--- src/rtl/core/tms_pkg.sv ---
package tms_pkg;

  localparam int NUM_SCORES_DEF  = 10;
  localparam int SCORE_WIDTH_DEF = 16;
  localparam int IN_W            = 16;
  localparam int OUT_W           = 16;
  localparam int TRIM_W          = 2;
  localparam int PC_W            = 4;

  localparam logic [TRIM_W-1:0] TRIM_PRELIM = 2'd1;
  localparam logic [TRIM_W-1:0] TRIM_FINAL  = 2'd2;

  typedef enum logic [3:0] {
    OP_SORT_INIT,
    OP_RD0,
    OP_LOADRUN,
    OP_CMP,
    OP_PEND,
    OP_SUM_INIT,
    OP_SUM_ACC,
    OP_DIV_INIT,
    OP_DIV_STEP,
    OP_EMIT,
    OP_FINISH
  } op_t;

  typedef enum logic [2:0] {
    C_NEXT,
    C_IDX_MORE,
    C_LIM_MORE,
    C_TRIM_BAD,
    C_SUM_MORE,
    C_DIV_MORE
  } cond_t;

  typedef struct packed {
    op_t             op;
    cond_t           cond;
    logic [PC_W-1:0] target;
    logic            done;
  } cw_t;

  typedef struct packed {
    logic load;
    logic exec;
    op_t  op;
  } ctrl_t;

  typedef struct packed {
    logic idx_more;
    logic lim_more;
    logic trim_bad;
    logic sum_more;
    logic div_more;
  } status_t;

  localparam logic [PC_W-1:0] S_RD0      = 4'd1;
  localparam logic [PC_W-1:0] S_CMP      = 4'd3;
  localparam logic [PC_W-1:0] S_SUM_ACC  = 4'd6;
  localparam logic [PC_W-1:0] S_DIV_STEP = 4'd8;
  localparam logic [PC_W-1:0] S_FIN_NONE = 4'd10;

  // control store: sort by passes, trimmed sum, reciprocal multiply
  function automatic cw_t ucode(input logic [PC_W-1:0] pc);
    cw_t cw;
    cw = '{op: OP_FINISH, cond: C_NEXT, target: '0, done: 1'b1};
    unique case (pc)
      4'd0:  cw = '{op: OP_SORT_INIT, cond: C_NEXT,     target: '0,         done: 1'b0};
      4'd1:  cw = '{op: OP_RD0,       cond: C_NEXT,     target: '0,         done: 1'b0};
      4'd2:  cw = '{op: OP_LOADRUN,   cond: C_NEXT,     target: '0,         done: 1'b0};
      4'd3:  cw = '{op: OP_CMP,       cond: C_IDX_MORE, target: S_CMP,      done: 1'b0};
      4'd4:  cw = '{op: OP_PEND,      cond: C_LIM_MORE, target: S_RD0,      done: 1'b0};
      4'd5:  cw = '{op: OP_SUM_INIT,  cond: C_TRIM_BAD, target: S_FIN_NONE, done: 1'b0};
      4'd6:  cw = '{op: OP_SUM_ACC,   cond: C_SUM_MORE, target: S_SUM_ACC,  done: 1'b0};
      4'd7:  cw = '{op: OP_DIV_INIT,  cond: C_NEXT,     target: '0,         done: 1'b0};
      4'd8:  cw = '{op: OP_DIV_STEP,  cond: C_DIV_MORE, target: S_DIV_STEP, done: 1'b0};
      4'd9:  cw = '{op: OP_EMIT,      cond: C_NEXT,     target: '0,         done: 1'b1};
      4'd10: cw = '{op: OP_FINISH,    cond: C_NEXT,     target: '0,         done: 1'b1};
      default: cw = '{op: OP_FINISH,  cond: C_NEXT,     target: '0,         done: 1'b1};
    endcase
    return cw;
  endfunction

endpackage

--- src/rtl/core/tms_sequencer.sv ---
module tms_sequencer #(
  parameter int NUM_SCORES = tms_pkg::NUM_SCORES_DEF
) (
  input  logic                          clk,
  input  logic                          rst_n,
  input  logic                          start,
  input  tms_pkg::status_t              status,
  output tms_pkg::ctrl_t                ctrl,
  output logic [$clog2(NUM_SCORES)-1:0] load_addr,
  output logic                          busy
);

  localparam int CL = $clog2(NUM_SCORES);

  logic [tms_pkg::PC_W-1:0] pc_r, pc_nxt;
  logic                     running_r, running_nxt;
  logic [CL-1:0]            count_r, count_nxt;
  tms_pkg::cw_t             cw;
  logic                     take;
  logic                     jump;

  assign cw   = tms_pkg::ucode(pc_r);
  assign take = start && !running_r;
  assign busy = running_r;

  always_comb begin
    unique case (cw.cond)
      tms_pkg::C_NEXT:     jump = 1'b0;
      tms_pkg::C_IDX_MORE: jump = status.idx_more;
      tms_pkg::C_LIM_MORE: jump = status.lim_more;
      tms_pkg::C_TRIM_BAD: jump = status.trim_bad;
      tms_pkg::C_SUM_MORE: jump = status.sum_more;
      tms_pkg::C_DIV_MORE: jump = status.div_more;
      default:             jump = 1'b0;
    endcase
  end

  always_comb begin
    pc_nxt      = pc_r;
    running_nxt = running_r;
    count_nxt   = count_r;
    if (running_r) begin
      pc_nxt = jump ? cw.target : pc_r + 1'b1;
      if (cw.done) begin
        running_nxt = 1'b0;
      end
    end else if (take) begin
      // last score of the set starts the program
      if (count_r == CL'(NUM_SCORES - 1)) begin
        count_nxt   = '0;
        running_nxt = 1'b1;
        pc_nxt      = '0;
      end else begin
        count_nxt = count_r + 1'b1;
      end
    end
  end

  always_comb begin
    ctrl.load = take;
    ctrl.exec = running_r;
    ctrl.op   = cw.op;
    load_addr = count_r;
  end

  always_ff @(posedge clk) begin
    if (!rst_n) begin
      pc_r      <= '0;
      running_r <= 1'b0;
      count_r   <= '0;
    end else begin
      pc_r      <= pc_nxt;
      running_r <= running_nxt;
      count_r   <= count_nxt;
    end
  end

endmodule

--- src/rtl/core/tms_datapath.sv ---
module tms_datapath #(
  parameter int NUM_SCORES  = tms_pkg::NUM_SCORES_DEF,
  parameter int SCORE_WIDTH = tms_pkg::SCORE_WIDTH_DEF
) (
  input  logic                              clk,
  input  logic                              rst_n,
  input  tms_pkg::ctrl_t                    ctrl,
  input  logic [$clog2(NUM_SCORES)-1:0]     load_addr,
  input  logic [tms_pkg::IN_W-1:0]          in_score,
  input  logic                              cfg_we,
  input  logic [tms_pkg::TRIM_W-1:0]        cfg_wdata,
  output tms_pkg::status_t                  status,
  output logic                              out_valid,
  output logic [tms_pkg::OUT_W-1:0]         out_mean
);

  localparam int CL     = $clog2(NUM_SCORES);
  localparam int SW     = SCORE_WIDTH;
  localparam int SUM_W  = SW + CL;
  localparam int MAG_W  = SUM_W + CL;
  localparam int DIG    = 16;
  localparam int NDIG   = (MAG_W + DIG - 1) / DIG;
  localparam int MAGP_W = NDIG * DIG;
  localparam int PROD_W = SUM_W + MAGP_W;
  localparam int PP_W   = SUM_W + DIG;
  localparam int CNT_W  = $clog2(NDIG + 1);

  // remaining counts per round and their rounded-up reciprocals
  localparam logic [63:0] DIV_PRE = 64'(NUM_SCORES) - 64'({tms_pkg::TRIM_PRELIM, 1'b0});
  localparam logic [63:0] DIV_FIN = 64'(NUM_SCORES) - 64'({tms_pkg::TRIM_FINAL, 1'b0});
  localparam logic [63:0] MAG_PRE = ((64'd1 << MAG_W) + DIV_PRE - 64'd1) / DIV_PRE;
  localparam logic [63:0] MAG_FIN = ((64'd1 << MAG_W) + DIV_FIN - 64'd1) / DIV_FIN;

  logic [SW-1:0] mem [NUM_SCORES];

  logic [SW-1:0]             rd_r;
  logic [SW-1:0]             run_r;
  logic [CL-1:0]             idx_r;
  logic [CL-1:0]             lim_r;
  logic [SUM_W-1:0]          acc_r;
  logic [SUM_W-1:0]          q_r;
  logic [MAGP_W-1:0]         mag_r;
  logic [PROD_W-1:0]         prod_r;
  logic [CNT_W-1:0]          cnt_r;
  logic [tms_pkg::TRIM_W-1:0] trim_r;
  logic                      out_valid_r;
  logic [tms_pkg::OUT_W-1:0] out_mean_r;

  logic                      we;
  logic [CL-1:0]             wa;
  logic [SW-1:0]             wd;
  logic                      re;
  logic [CL-1:0]             ra;

  logic [SW+tms_pkg::IN_W-1:0]    score_ext;
  logic [SW-1:0]                  score_w;
  logic [SUM_W-1:0]               quot;
  logic [SUM_W+tms_pkg::OUT_W-1:0] q_ext;
  logic [CL:0]                    rem_wide;
  logic [CL-1:0]                  rem;
  logic [CL-1:0]                  hi;
  logic [MAGP_W-1:0]              mag_sel;
  logic [PP_W-1:0]                pp;
  logic                           run_gt;

  assign score_ext = {{SW{1'b0}}, in_score};
  assign score_w   = score_ext[SW-1:0];
  assign quot      = prod_r[MAG_W +: SUM_W];
  assign q_ext     = {{tms_pkg::OUT_W{1'b0}}, quot};
  assign rem_wide  = (CL+1)'(NUM_SCORES) - (CL+1)'({trim_r, 1'b0});
  assign rem       = rem_wide[CL-1:0];
  assign hi        = CL'(NUM_SCORES - 1) - CL'(trim_r);
  assign mag_sel   = (trim_r == tms_pkg::TRIM_FINAL) ? MAGP_W'(MAG_FIN) : MAGP_W'(MAG_PRE);
  assign pp        = PP_W'(q_r) * PP_W'(mag_r[MAGP_W-1 -: DIG]);
  assign run_gt    = run_r > rd_r;

  always_comb begin
    status.idx_more = ({1'b0, idx_r} + 1'b1) < {1'b0, lim_r};
    status.lim_more = lim_r > CL'(1);
    status.trim_bad = !(trim_r == tms_pkg::TRIM_PRELIM || trim_r == tms_pkg::TRIM_FINAL);
    status.sum_more = idx_r < hi;
    status.div_more = cnt_r != CNT_W'(1);
  end

  // store port control
  always_comb begin
    we = 1'b0;
    wa = load_addr;
    wd = score_w;
    re = 1'b0;
    ra = '0;
    if (ctrl.load) begin
      we = 1'b1;
    end else if (ctrl.exec) begin
      unique case (ctrl.op)
        tms_pkg::OP_RD0: begin
          re = 1'b1;
        end
        tms_pkg::OP_LOADRUN: begin
          re = 1'b1;
          ra = idx_r + 1'b1;
        end
        tms_pkg::OP_CMP: begin
          // smaller value settles at idx, larger one rides on
          we = 1'b1;
          wa = idx_r;
          wd = run_gt ? rd_r : run_r;
          re = status.idx_more;
          ra = idx_r + CL'(2);
        end
        tms_pkg::OP_PEND: begin
          we = 1'b1;
          wa = lim_r;
          wd = run_r;
        end
        tms_pkg::OP_SUM_INIT: begin
          re = 1'b1;
          ra = CL'(trim_r);
        end
        tms_pkg::OP_SUM_ACC: begin
          re = status.sum_more;
          ra = idx_r + 1'b1;
        end
        default: begin
          re = 1'b0;
        end
      endcase
    end
  end

  always_ff @(posedge clk) begin
    if (we) begin
      mem[wa] <= wd;
    end
    if (re) begin
      rd_r <= mem[ra];
    end
  end

  always_ff @(posedge clk) begin
    if (ctrl.exec) begin
      case (ctrl.op)
        tms_pkg::OP_SORT_INIT: lim_r <= CL'(NUM_SCORES - 1);
        tms_pkg::OP_RD0:       idx_r <= '0;
        tms_pkg::OP_LOADRUN:   run_r <= rd_r;
        tms_pkg::OP_CMP: begin
          if (!run_gt) begin
            run_r <= rd_r;
          end
          idx_r <= idx_r + 1'b1;
        end
        tms_pkg::OP_PEND:      lim_r <= lim_r - 1'b1;
        tms_pkg::OP_SUM_INIT: begin
          acc_r <= '0;
          idx_r <= CL'(trim_r);
        end
        tms_pkg::OP_SUM_ACC: begin
          acc_r <= acc_r + SUM_W'(rd_r);
          idx_r <= idx_r + 1'b1;
        end
        tms_pkg::OP_DIV_INIT: begin
          // add half the divisor so the quotient rounds to nearest
          q_r    <= acc_r + SUM_W'(rem >> 1);
          prod_r <= '0;
          mag_r  <= mag_sel;
          cnt_r  <= CNT_W'(NDIG);
        end
        tms_pkg::OP_DIV_STEP: begin
          // multiply by the reciprocal one 16-bit digit at a time, top digit first
          prod_r <= (prod_r << DIG) + PROD_W'(pp);
          mag_r  <= mag_r << DIG;
          cnt_r  <= cnt_r - 1'b1;
        end
        tms_pkg::OP_EMIT:      out_mean_r <= q_ext[tms_pkg::OUT_W-1:0];
        default: begin
        end
      endcase
    end
  end

  always_ff @(posedge clk) begin
    if (!rst_n) begin
      out_valid_r <= 1'b0;
      trim_r      <= tms_pkg::TRIM_PRELIM;
    end else begin
      out_valid_r <= ctrl.exec && (ctrl.op == tms_pkg::OP_EMIT);
      if (cfg_we) begin
        trim_r <= cfg_wdata;
      end
    end
  end

  assign out_valid = out_valid_r;
  assign out_mean  = out_mean_r;

endmodule

--- src/rtl/core/trimmed_mean_of_scores.sv ---
// channel   ports                          width   timing
// request   start / busy, in_score         16      taken when start && !busy
// result    out_valid, out_mean            16      one-cycle strobe, no stall
// config    cfg_we, cfg_wdata (trim count) 2       written on any cfg_we edge
//
// scores load one per cycle while busy is low; the set's last score raises busy for
//   the sort, the trimmed sum and the reciprocal multiply, until the mean is emitted
// an unused trim code ends the run after the sort with no result
// out_valid rises in the same cycle busy falls; the receiver cannot stall
// reset (rst_n low, synchronous) empties the set and sets trim count to 1
module trimmed_mean_of_scores #(
  parameter int NUM_SCORES  = tms_pkg::NUM_SCORES_DEF,
  parameter int SCORE_WIDTH = tms_pkg::SCORE_WIDTH_DEF
) (
  input  logic                        clk,
  input  logic                        rst_n,
  input  logic                        start,
  output logic                        busy,
  input  logic [tms_pkg::IN_W-1:0]    in_score,
  output logic                        out_valid,
  output logic [tms_pkg::OUT_W-1:0]   out_mean,
  input  logic                        cfg_we,
  input  logic [tms_pkg::TRIM_W-1:0]  cfg_wdata
);

  tms_pkg::ctrl_t                ctrl;
  tms_pkg::status_t              status;
  logic [$clog2(NUM_SCORES)-1:0] load_addr;

  tms_sequencer #(
    .NUM_SCORES(NUM_SCORES)
  ) u_seq (
    .clk      (clk),
    .rst_n    (rst_n),
    .start    (start),
    .status   (status),
    .ctrl     (ctrl),
    .load_addr(load_addr),
    .busy     (busy)
  );

  tms_datapath #(
    .NUM_SCORES (NUM_SCORES),
    .SCORE_WIDTH(SCORE_WIDTH)
  ) u_dp (
    .clk      (clk),
    .rst_n    (rst_n),
    .ctrl     (ctrl),
    .load_addr(load_addr),
    .in_score (in_score),
    .cfg_we   (cfg_we),
    .cfg_wdata(cfg_wdata),
    .status   (status),
    .out_valid(out_valid),
    .out_mean (out_mean)
  );

endmodule

--- config.mk ---
export PLATFORM = sky130hd
export DESIGN_NAME = trimmed_mean_of_scores
export DESIGN_NICKNAME = d
export VERILOG_FILES = /design/src/rtl/core/tms_pkg.sv /design/src/rtl/core/tms_sequencer.sv /design/src/rtl/core/tms_datapath.sv /design/src/rtl/core/trimmed_mean_of_scores.sv
export SDC_FILE = /design/constraint.sdc
export NUM_CORES = 1
export LEC_CHECK = 0
export BUFFER_PORTS_ARGS = -buffer_cell sky130_fd_sc_hd__clkbuf_2
export CAP_MARGIN = 25
export CORE_UTILIZATION = 64
export DETAILED_ROUTE_END_ITERATION = 10
export PLACE_DENSITY = 0.81
export SKIP_CTS_REPAIR_TIMING = 1
export SYNTH_ARGS = -nofsm -noshare
export SYNTH_HDL_FRONTEND = slang
export SYNTH_SLANG_ARGS = --single-unit
export TNS_END_PERCENT = 20
--- constraint.sdc ---
create_clock -name clk -period 6.8 [get_ports clk]
set_input_delay 0.68 -clock clk [delete_from_list [all_inputs] [get_ports clk]]
set_output_delay 0.68 -clock clk [all_outputs]
set_load 0.01 [all_outputs]
==> results.sh, run 1 <==
export IMPL_grt_total_usage_pct=28.86
export IMPL_numCtsBuffers=36
export IMPL_grt_pass1_wl_mm=79.01
export IMPL_drive_above_1_share_pct=7.831
export IMPL_ys_seq_area_share_pct=43.18
export IMPL_synth_top_family_by_area="adder cells"
export IMPL_synthArstFlopShare_pct=0
export IMPL_layout_min_cycle_time_ps=6445
export IMPL_dieWidth_microns=187.9
export IMPL_die_area_sq_um=35300
export IMPL_path_clk_slew_ps=60
export IMPL_hold_path_class="in2reg"
export IMPL_wl_met1_mm=20.31
export IMPL_start_kind="register"
export IMPL_hold_viol=0
export IMPL_final_cells=2440
export IMPL_synthFlopType="edfxtp_1"
export IMPL_final_setup_tns_ps=0
export IMPL_rows=67
export IMPL_cap_viol_max_count=0
export IMPL_worst_clock_skew_ps=16.45
export IMPL_ios=40
export IMPL_synth_area_top_cells="edfxtp_1 (41%), ha_1 (12%), fa_1 (12%)"
export IMPL_place_congestion=0.9385
export IMPL_start_util_pct=65.46
export IMPL_leakagePower_nw=10.26
export IMPL_fmax_mhz=155.2
export IMPL_postSynthAreaPerCell_sq_um=11.52
export IMPL_syn_nets=2290
export IMPL_met3WireLength_mm=2.383
export IMPL_fillers=2346
export IMPL_netlist_instances=1919
export IMPL_cp_data_arrival_time_ps=6710
export IMPL_cp_max_fo=14
export IMPL_status="complete, no violations"
export IMPL_synth_cell_types=75
export IMPL_yosys_area_share_simple_pct=11.28
export IMPL_cts_tree="yes"
export IMPL_worstSkewPairLatency_ps=540
export IMPL_synthXorXnorAreaFrac_pct=3.089
export IMPL_setup_viol=0
export IMPL_antenna_cells=0
export IMPL_avgViaCountPerCell=5.977
export IMPL_port_buffers=39
export IMPL_area_delta_synth_final_pct=8.741
export IMPL_clock_path_buffers=3
export IMPL_fin_area_sq_um=24050
export IMPL_synth_compound_area_share_pct=8.164
export IMPL_grt_max_degree=54
export IMPL_r2r_worst_path_cells=22
export IMPL_ant_nets=0
export IMPL_antenna_found_initial=0
export IMPL_vias=14590
export IMPL_slew_violations=0
export IMPL_end_kind="register"
export IMPL_top_layer="met4"
export IMPL_numClockSinks=326
export IMPL_first_global_vias=15170
export IMPL_rsz0062_at_grt="no"
export IMPL_hold_depth=3
export IMPL_core_region_area_sq_um=33780
export IMPL_dpl_cell_area_sq_um=22850
export IMPL_synth_mux_area_share_pct=3.983
export IMPL_synth_top_area_share_pct=41.00
export IMPL_synth_seq_cells=326
export IMPL_dp_cells=2374
export IMPL_crit_chain="nand2_1 -> inv_1 -> ha_1 -> inv_1 -> fa_1 -> inv_1 -> fa_1 -> inv_1 -> fa_1 -> fa_1 -> fa_1 -> inv_1 -> ha_1 -> a21o_1 -> a21o_1 -> a21oi_1 -> nor3b_1 -> o2111ai_1 -> nand2_1 -> nor3_1 -> nor4_1 -> nor3_1"
export IMPL_slew_headroom_pct=33.04
export IMPL_place_hpwl_mm=36.77
export IMPL_wl_mm=49.79
export IMPL_worst_slew_pin_slew_ps=993.9
export IMPL_cts_root_buf="clkbuf_16"
export IMPL_drc=0
export IMPL_drt_iter0_markers=925
export IMPL_power_density_nw_per_um2=177.2
export IMPL_firstDrtPassIters=5
export IMPL_die_height_microns=187.9
export IMPL_synthAdderAreaFrac_pct=24.20
export IMPL_ys_warn_count=0
export IMPL_fin_crit_sh_pct=94.78
export IMPL_critical_path_slowest_cell="edfxtp_1"
export IMPL_critical_path_class="reg2reg"
export IMPL_total_power_mw=4.261
export IMPL_cts_htree_levels=2
export IMPL_slowest_delay_ps=550
export IMPL_syn_cell_area_sq_um=22120
export IMPL_cp_required_ps=7060
export IMPL_yosysTopAreaCell="edfxtp_1"
export IMPL_grt_overflow=0
export IMPL_routedWlPerCell_microns=20.40
export IMPL_final_core_util_pct=71.19
export IMPL_final_nets=2337
export IMPL_met2_length_mm=25.71
export IMPL_synth_edf_count=302
export IMPL_peakVddDrop_mv=0.2827
-- cells in the final DEF (no fill, tap or decap), types with 28 or more instances in the layout --
cell type	instances
fa_1	130
ha_1	219
a21o_1	28
buf_4	29
nand3_1	29
clkbuf_2	42
edfxtp_1	302
xor2_1	39
mux2i_1	52
nand2_1	73
xnor2_1	39
clkbuf_16	38
and2_1	82
inv_1	295
nor2_1	100
or3_1	36
a21oi_1	51
nor3_1	43
o21ai_0	74
-- critical path: cells and delay by family (launching register included) --
family / cells / cell delay (ps)
AO/OA/AOI/OAI: 4 / 810
adder cells (fa/ha/maj): 7 / 3250
buffers and inverters: 5 / 340
flip-flops: 1 / 550
AND/OR/NAND/NOR: 6 / 1190
-- sequential cells by signal (all words and copies together) (netlist names), 2 cells and up --
name	count
u_dp.cnt_r	2
u_dp.acc_r	20
u_dp.mem	160
u_seq.cw	12
u_dp.q_r	20
u_dp.idx_r	4
u_seq.pc_r	4
u_dp.prod_r	40
u_dp.lim_r	4
u_seq.load_addr	4
u_dp.mag_r	4
u_dp.trim_r	2
u_dp.rd_r	16
u_dp.out_mean	16
u_dp.run_r	16
-- cell families (layout without fill, tap and decap cells) --
group                    after synthesis  in the layout
AND/OR/NAND/NOR                      471            471
XOR/XNOR                              78             78
adder cells (fa/ha/maj)              350            350
AO/OA/AOI/OAI                        272            272
flip-flops                           326            326
multiplexers                          68             68
buffers and inverters                354            427
-- layer usage --
layer	vias up	GRT usage, %
li1	6783	-
met1	7260	36.00
met2	435	52.46
met3	107	3.238
met4	0	9.006
met5	-	0
-- power breakdown --
part / switching [mW] / internal [mW]
clock: 0.809 / 1.15
sequential: 0.00713 / 2.20
combinational: 0.0581 / 0.0371
total: 0.874 / 3.39
-- per-stage QoR --
| stage | setup slack, ps | hold slack, ps |
|---|---|---|
| global placement | 491.2 | 402.7 |
| CTS | 290.2 | 396.3 |
| detailed placement | 303.4 | 405.1 |
| floorplan | 758.2 | 400.3 |
| finish | 354.8 | 407.7 |
| global route | 67.33 | 418.2 |
-- final timing paths --
check	start	end	slack [ps]
max	u_dp.mag_r[29]	u_dp.prod_r[36]	350
min	cfg_wdata[1]	u_dp.trim_r[1]	410
max reg2reg	u_dp.mag_r[29]	u_dp.prod_r[36]	350
min reg2reg	u_dp.prod_r[35]	u_dp.out_mean[11]	410
-- layout make-up --
type	instances	area, sq um	share of cell area (%)
Multi-Input combinational cell	1239	11230	46.71
Sequential cell	326	9549	39.71
Inverter	295	1107	4.604
Clock buffer	47	988.4	4.110
Tap cell	448	560.5	2.331
Timing Repair Buffer	68	412.9	1.717
Clock inverter	17	196.4	0.8168
-- synth_stat cells (all sizes together), types with 6 or more instances --
cell type,instances
or3,36
fa,130
a221o,15
mux2i,52
nand2,73
nor3b,8
nand3,29
clkbuf,48
xor2,39
buf,11
and3,21
nand3b,6
a22oi,6
inv,295
a211oi,10
ha,219
edfxtp,302
a21o,29
o21ai,76
nor3,43
o211ai,6
and2,84
a21oi,53
o22ai,13
nor2,103
o21a,12
dfxtp,24
xnor2,39
nand4,12
nor2b,23
a31oi,6
a21boi,6
mux4,16
nand2b,16
(Power assumes the default switching activity.)
==> run 2, diff against run 1 <==
--- a/config.mk
+++ b/config.mk
@@ -9,7 +9,7 @@
 export CAP_MARGIN = 25
 export CORE_UTILIZATION = 64
 export DETAILED_ROUTE_END_ITERATION = 10
-export PLACE_DENSITY = 0.81
+export PLACE_DENSITY_LB_ADDON = 0.12
 export SKIP_CTS_REPAIR_TIMING = 1
 export SYNTH_ARGS = -nofsm -noshare
 export SYNTH_HDL_FRONTEND = slang
==> run 2 against run 1 <==
Net effect:
- count of clock-buffer cells in the layout decreased by 4
- first-iteration DRC count increased by 13%
- final cell count unchanged
- setup slack improved by 7.7 ps
- total power increased by 3.4%
- clock skew increased by 9.4 ps
- largest power group unchanged
==> results.sh, run 2 (same netlist as run 1, synthesis figures left out) <==
export IMPL_fmax_mhz=155.3
export IMPL_dpl_cell_area_sq_um=22860
export IMPL_peakVddDrop_mv=0.3093
export IMPL_routedWlPerCell_microns=20.28
export IMPL_path_clk_slew_ps=70
export IMPL_wl_met1_mm=20.34
export IMPL_avgViaCountPerCell=5.920
export IMPL_slew_headroom_pct=34.82
export IMPL_cap_viol_max_count=0
export IMPL_drt_iter0_markers=1044
export IMPL_top_layer="met4"
export IMPL_die_height_microns=187.9
export IMPL_worst_slew_pin_slew_ps=967.4
export IMPL_rsz0062_at_grt="no"
export IMPL_cts_tree="yes"
export IMPL_final_nets=2338
export IMPL_grt_total_usage_pct=28.74
export IMPL_vias=14450
export IMPL_largest_register_ffs=160
export IMPL_wl_mm=49.48
export IMPL_multiInputGateArea_sq_um=11240
export IMPL_numCtsBuffers=37
export IMPL_total_power_mw=4.406
export IMPL_drc=0
export IMPL_drive_above_1_share_pct=8.082
export IMPL_place_hpwl_mm=36.20
export IMPL_layout_common_cells="edfxtp_1 (302), inv_1 (295), ha_1 (219)"
export IMPL_firstDrtPassIters=8
export IMPL_fin_crit_sh_pct=94.67
export IMPL_slew_violations=0
export IMPL_cts_htree_levels=2
export IMPL_area_delta_synth_final_pct=9.171
export IMPL_ant_nets=0
export IMPL_hold_path_class="in2reg"
export IMPL_cp_required_ps=7100
export IMPL_critical_path_class="reg2reg"
export IMPL_start_kind="register"
export IMPL_top_regs="u_dp.mem: 160 flops, u_dp.prod_r: 40 flops"
export IMPL_grt_overflow=0
export IMPL_start_util_pct=65.46
export IMPL_first_global_vias=14880
export IMPL_cp_max_fo=20
export IMPL_met3WireLength_mm=2.418
export IMPL_port_buffers=39
export IMPL_die_area_sq_um=35300
export IMPL_cp_data_arrival_time_ps=6740
export IMPL_clock_path_buffers=3
export IMPL_fin_area_sq_um=24140
export IMPL_core_region_area_sq_um=33780
export IMPL_antenna_found_initial=0
export IMPL_dieWidth_microns=187.9
export IMPL_end_kind="register"
export IMPL_top_register="u_dp.mem"
export IMPL_status="complete, no violations"
export IMPL_layout_min_cycle_time_ps=6438
export IMPL_grt_max_degree=54
export IMPL_worst_clock_skew_ps=25.84
export IMPL_ios=40
export IMPL_grt_pass1_wl_mm=77.88
export IMPL_power_density_nw_per_um2=182.5
export IMPL_antenna_cells=0
export IMPL_numClockSinks=326
export IMPL_cts_root_buf="clkbuf_16"
export IMPL_fillers=2338
export IMPL_mostFrequentLayoutCell="edfxtp_1"
export IMPL_final_setup_tns_ps=0
export IMPL_final_core_util_pct=71.47
export IMPL_met2_length_mm=25.07
export IMPL_seq_area_sq_um=9549
export IMPL_hold_viol=0
export IMPL_worstSkewPairLatency_ps=560
export IMPL_leakagePower_nw=10.30
export IMPL_place_congestion=0.9566
export IMPL_rows=67
export IMPL_setup_viol=0
## run 2: worst paths after layout
check	from	endpoint	slack (ps)	cells after the start
hold / removal	cfg_wdata[0]	u_dp.trim_r[0]	360	3
setup reg to reg	u_dp.mag_r[17]	u_dp.prod_r[33]	360	21
hold reg to reg	u_dp.prod_r[31]	u_dp.out_mean[7]	420	0
setup / recovery	u_dp.mag_r[17]	u_dp.prod_r[33]	360	21
## run 2: final cells by class
cell class                 instances  area share (%)
multi-input combinational       1239           46.56
sequential                       326           39.55
inverter                         295           4.586
clock buffer                      43           4.058
tap                              448           2.322
timing repair buffer              68           1.710
clock inverter                    21           1.213
## run 2: critical path, stage by stage (launching register included)
cell       delay [ps]
edfxtp_1          640
and2_1            300
ha_1              290
ha_1              280
ha_1              130
inv_1              60
fa_1              530
inv_1              40
ha_1              260
inv_1              50
fa_1              530
inv_1              50
ha_1              330
a21oi_1           190
o21ai_0           250
o31ai_1           530
or4b_2            700
nand3_1           180
a21boi_0          170
o2111ai_1         370
mux2i_1           230
nand2_1            70
## run 2: metal layers
layer	vias up	track usage [%]
met1	7128	35.96
met2	424	50.43
met5	-	0
li1	6791	-
met3	103	4.043
met4	0	11.29
## run 2: where the power goes
part	switching (mW)	total (mW)	internal, mW
combinational	0.0593	0.0962	0.0370
sequential	0.00724	2.21	2.20
clock	0.833	2.10	1.27
## run 2: stage by stage
stage,cells,hold WS (ps),setup slack [ps]
after floorplan,1919,400.3,758.2
after global placement,2374,409.5,527.1
after detailed placement,2375,413.2,294.4
after CTS,2439,321.3,271.8
after global routing,2440,340.3,6.174
final,2440,355.5,362.5
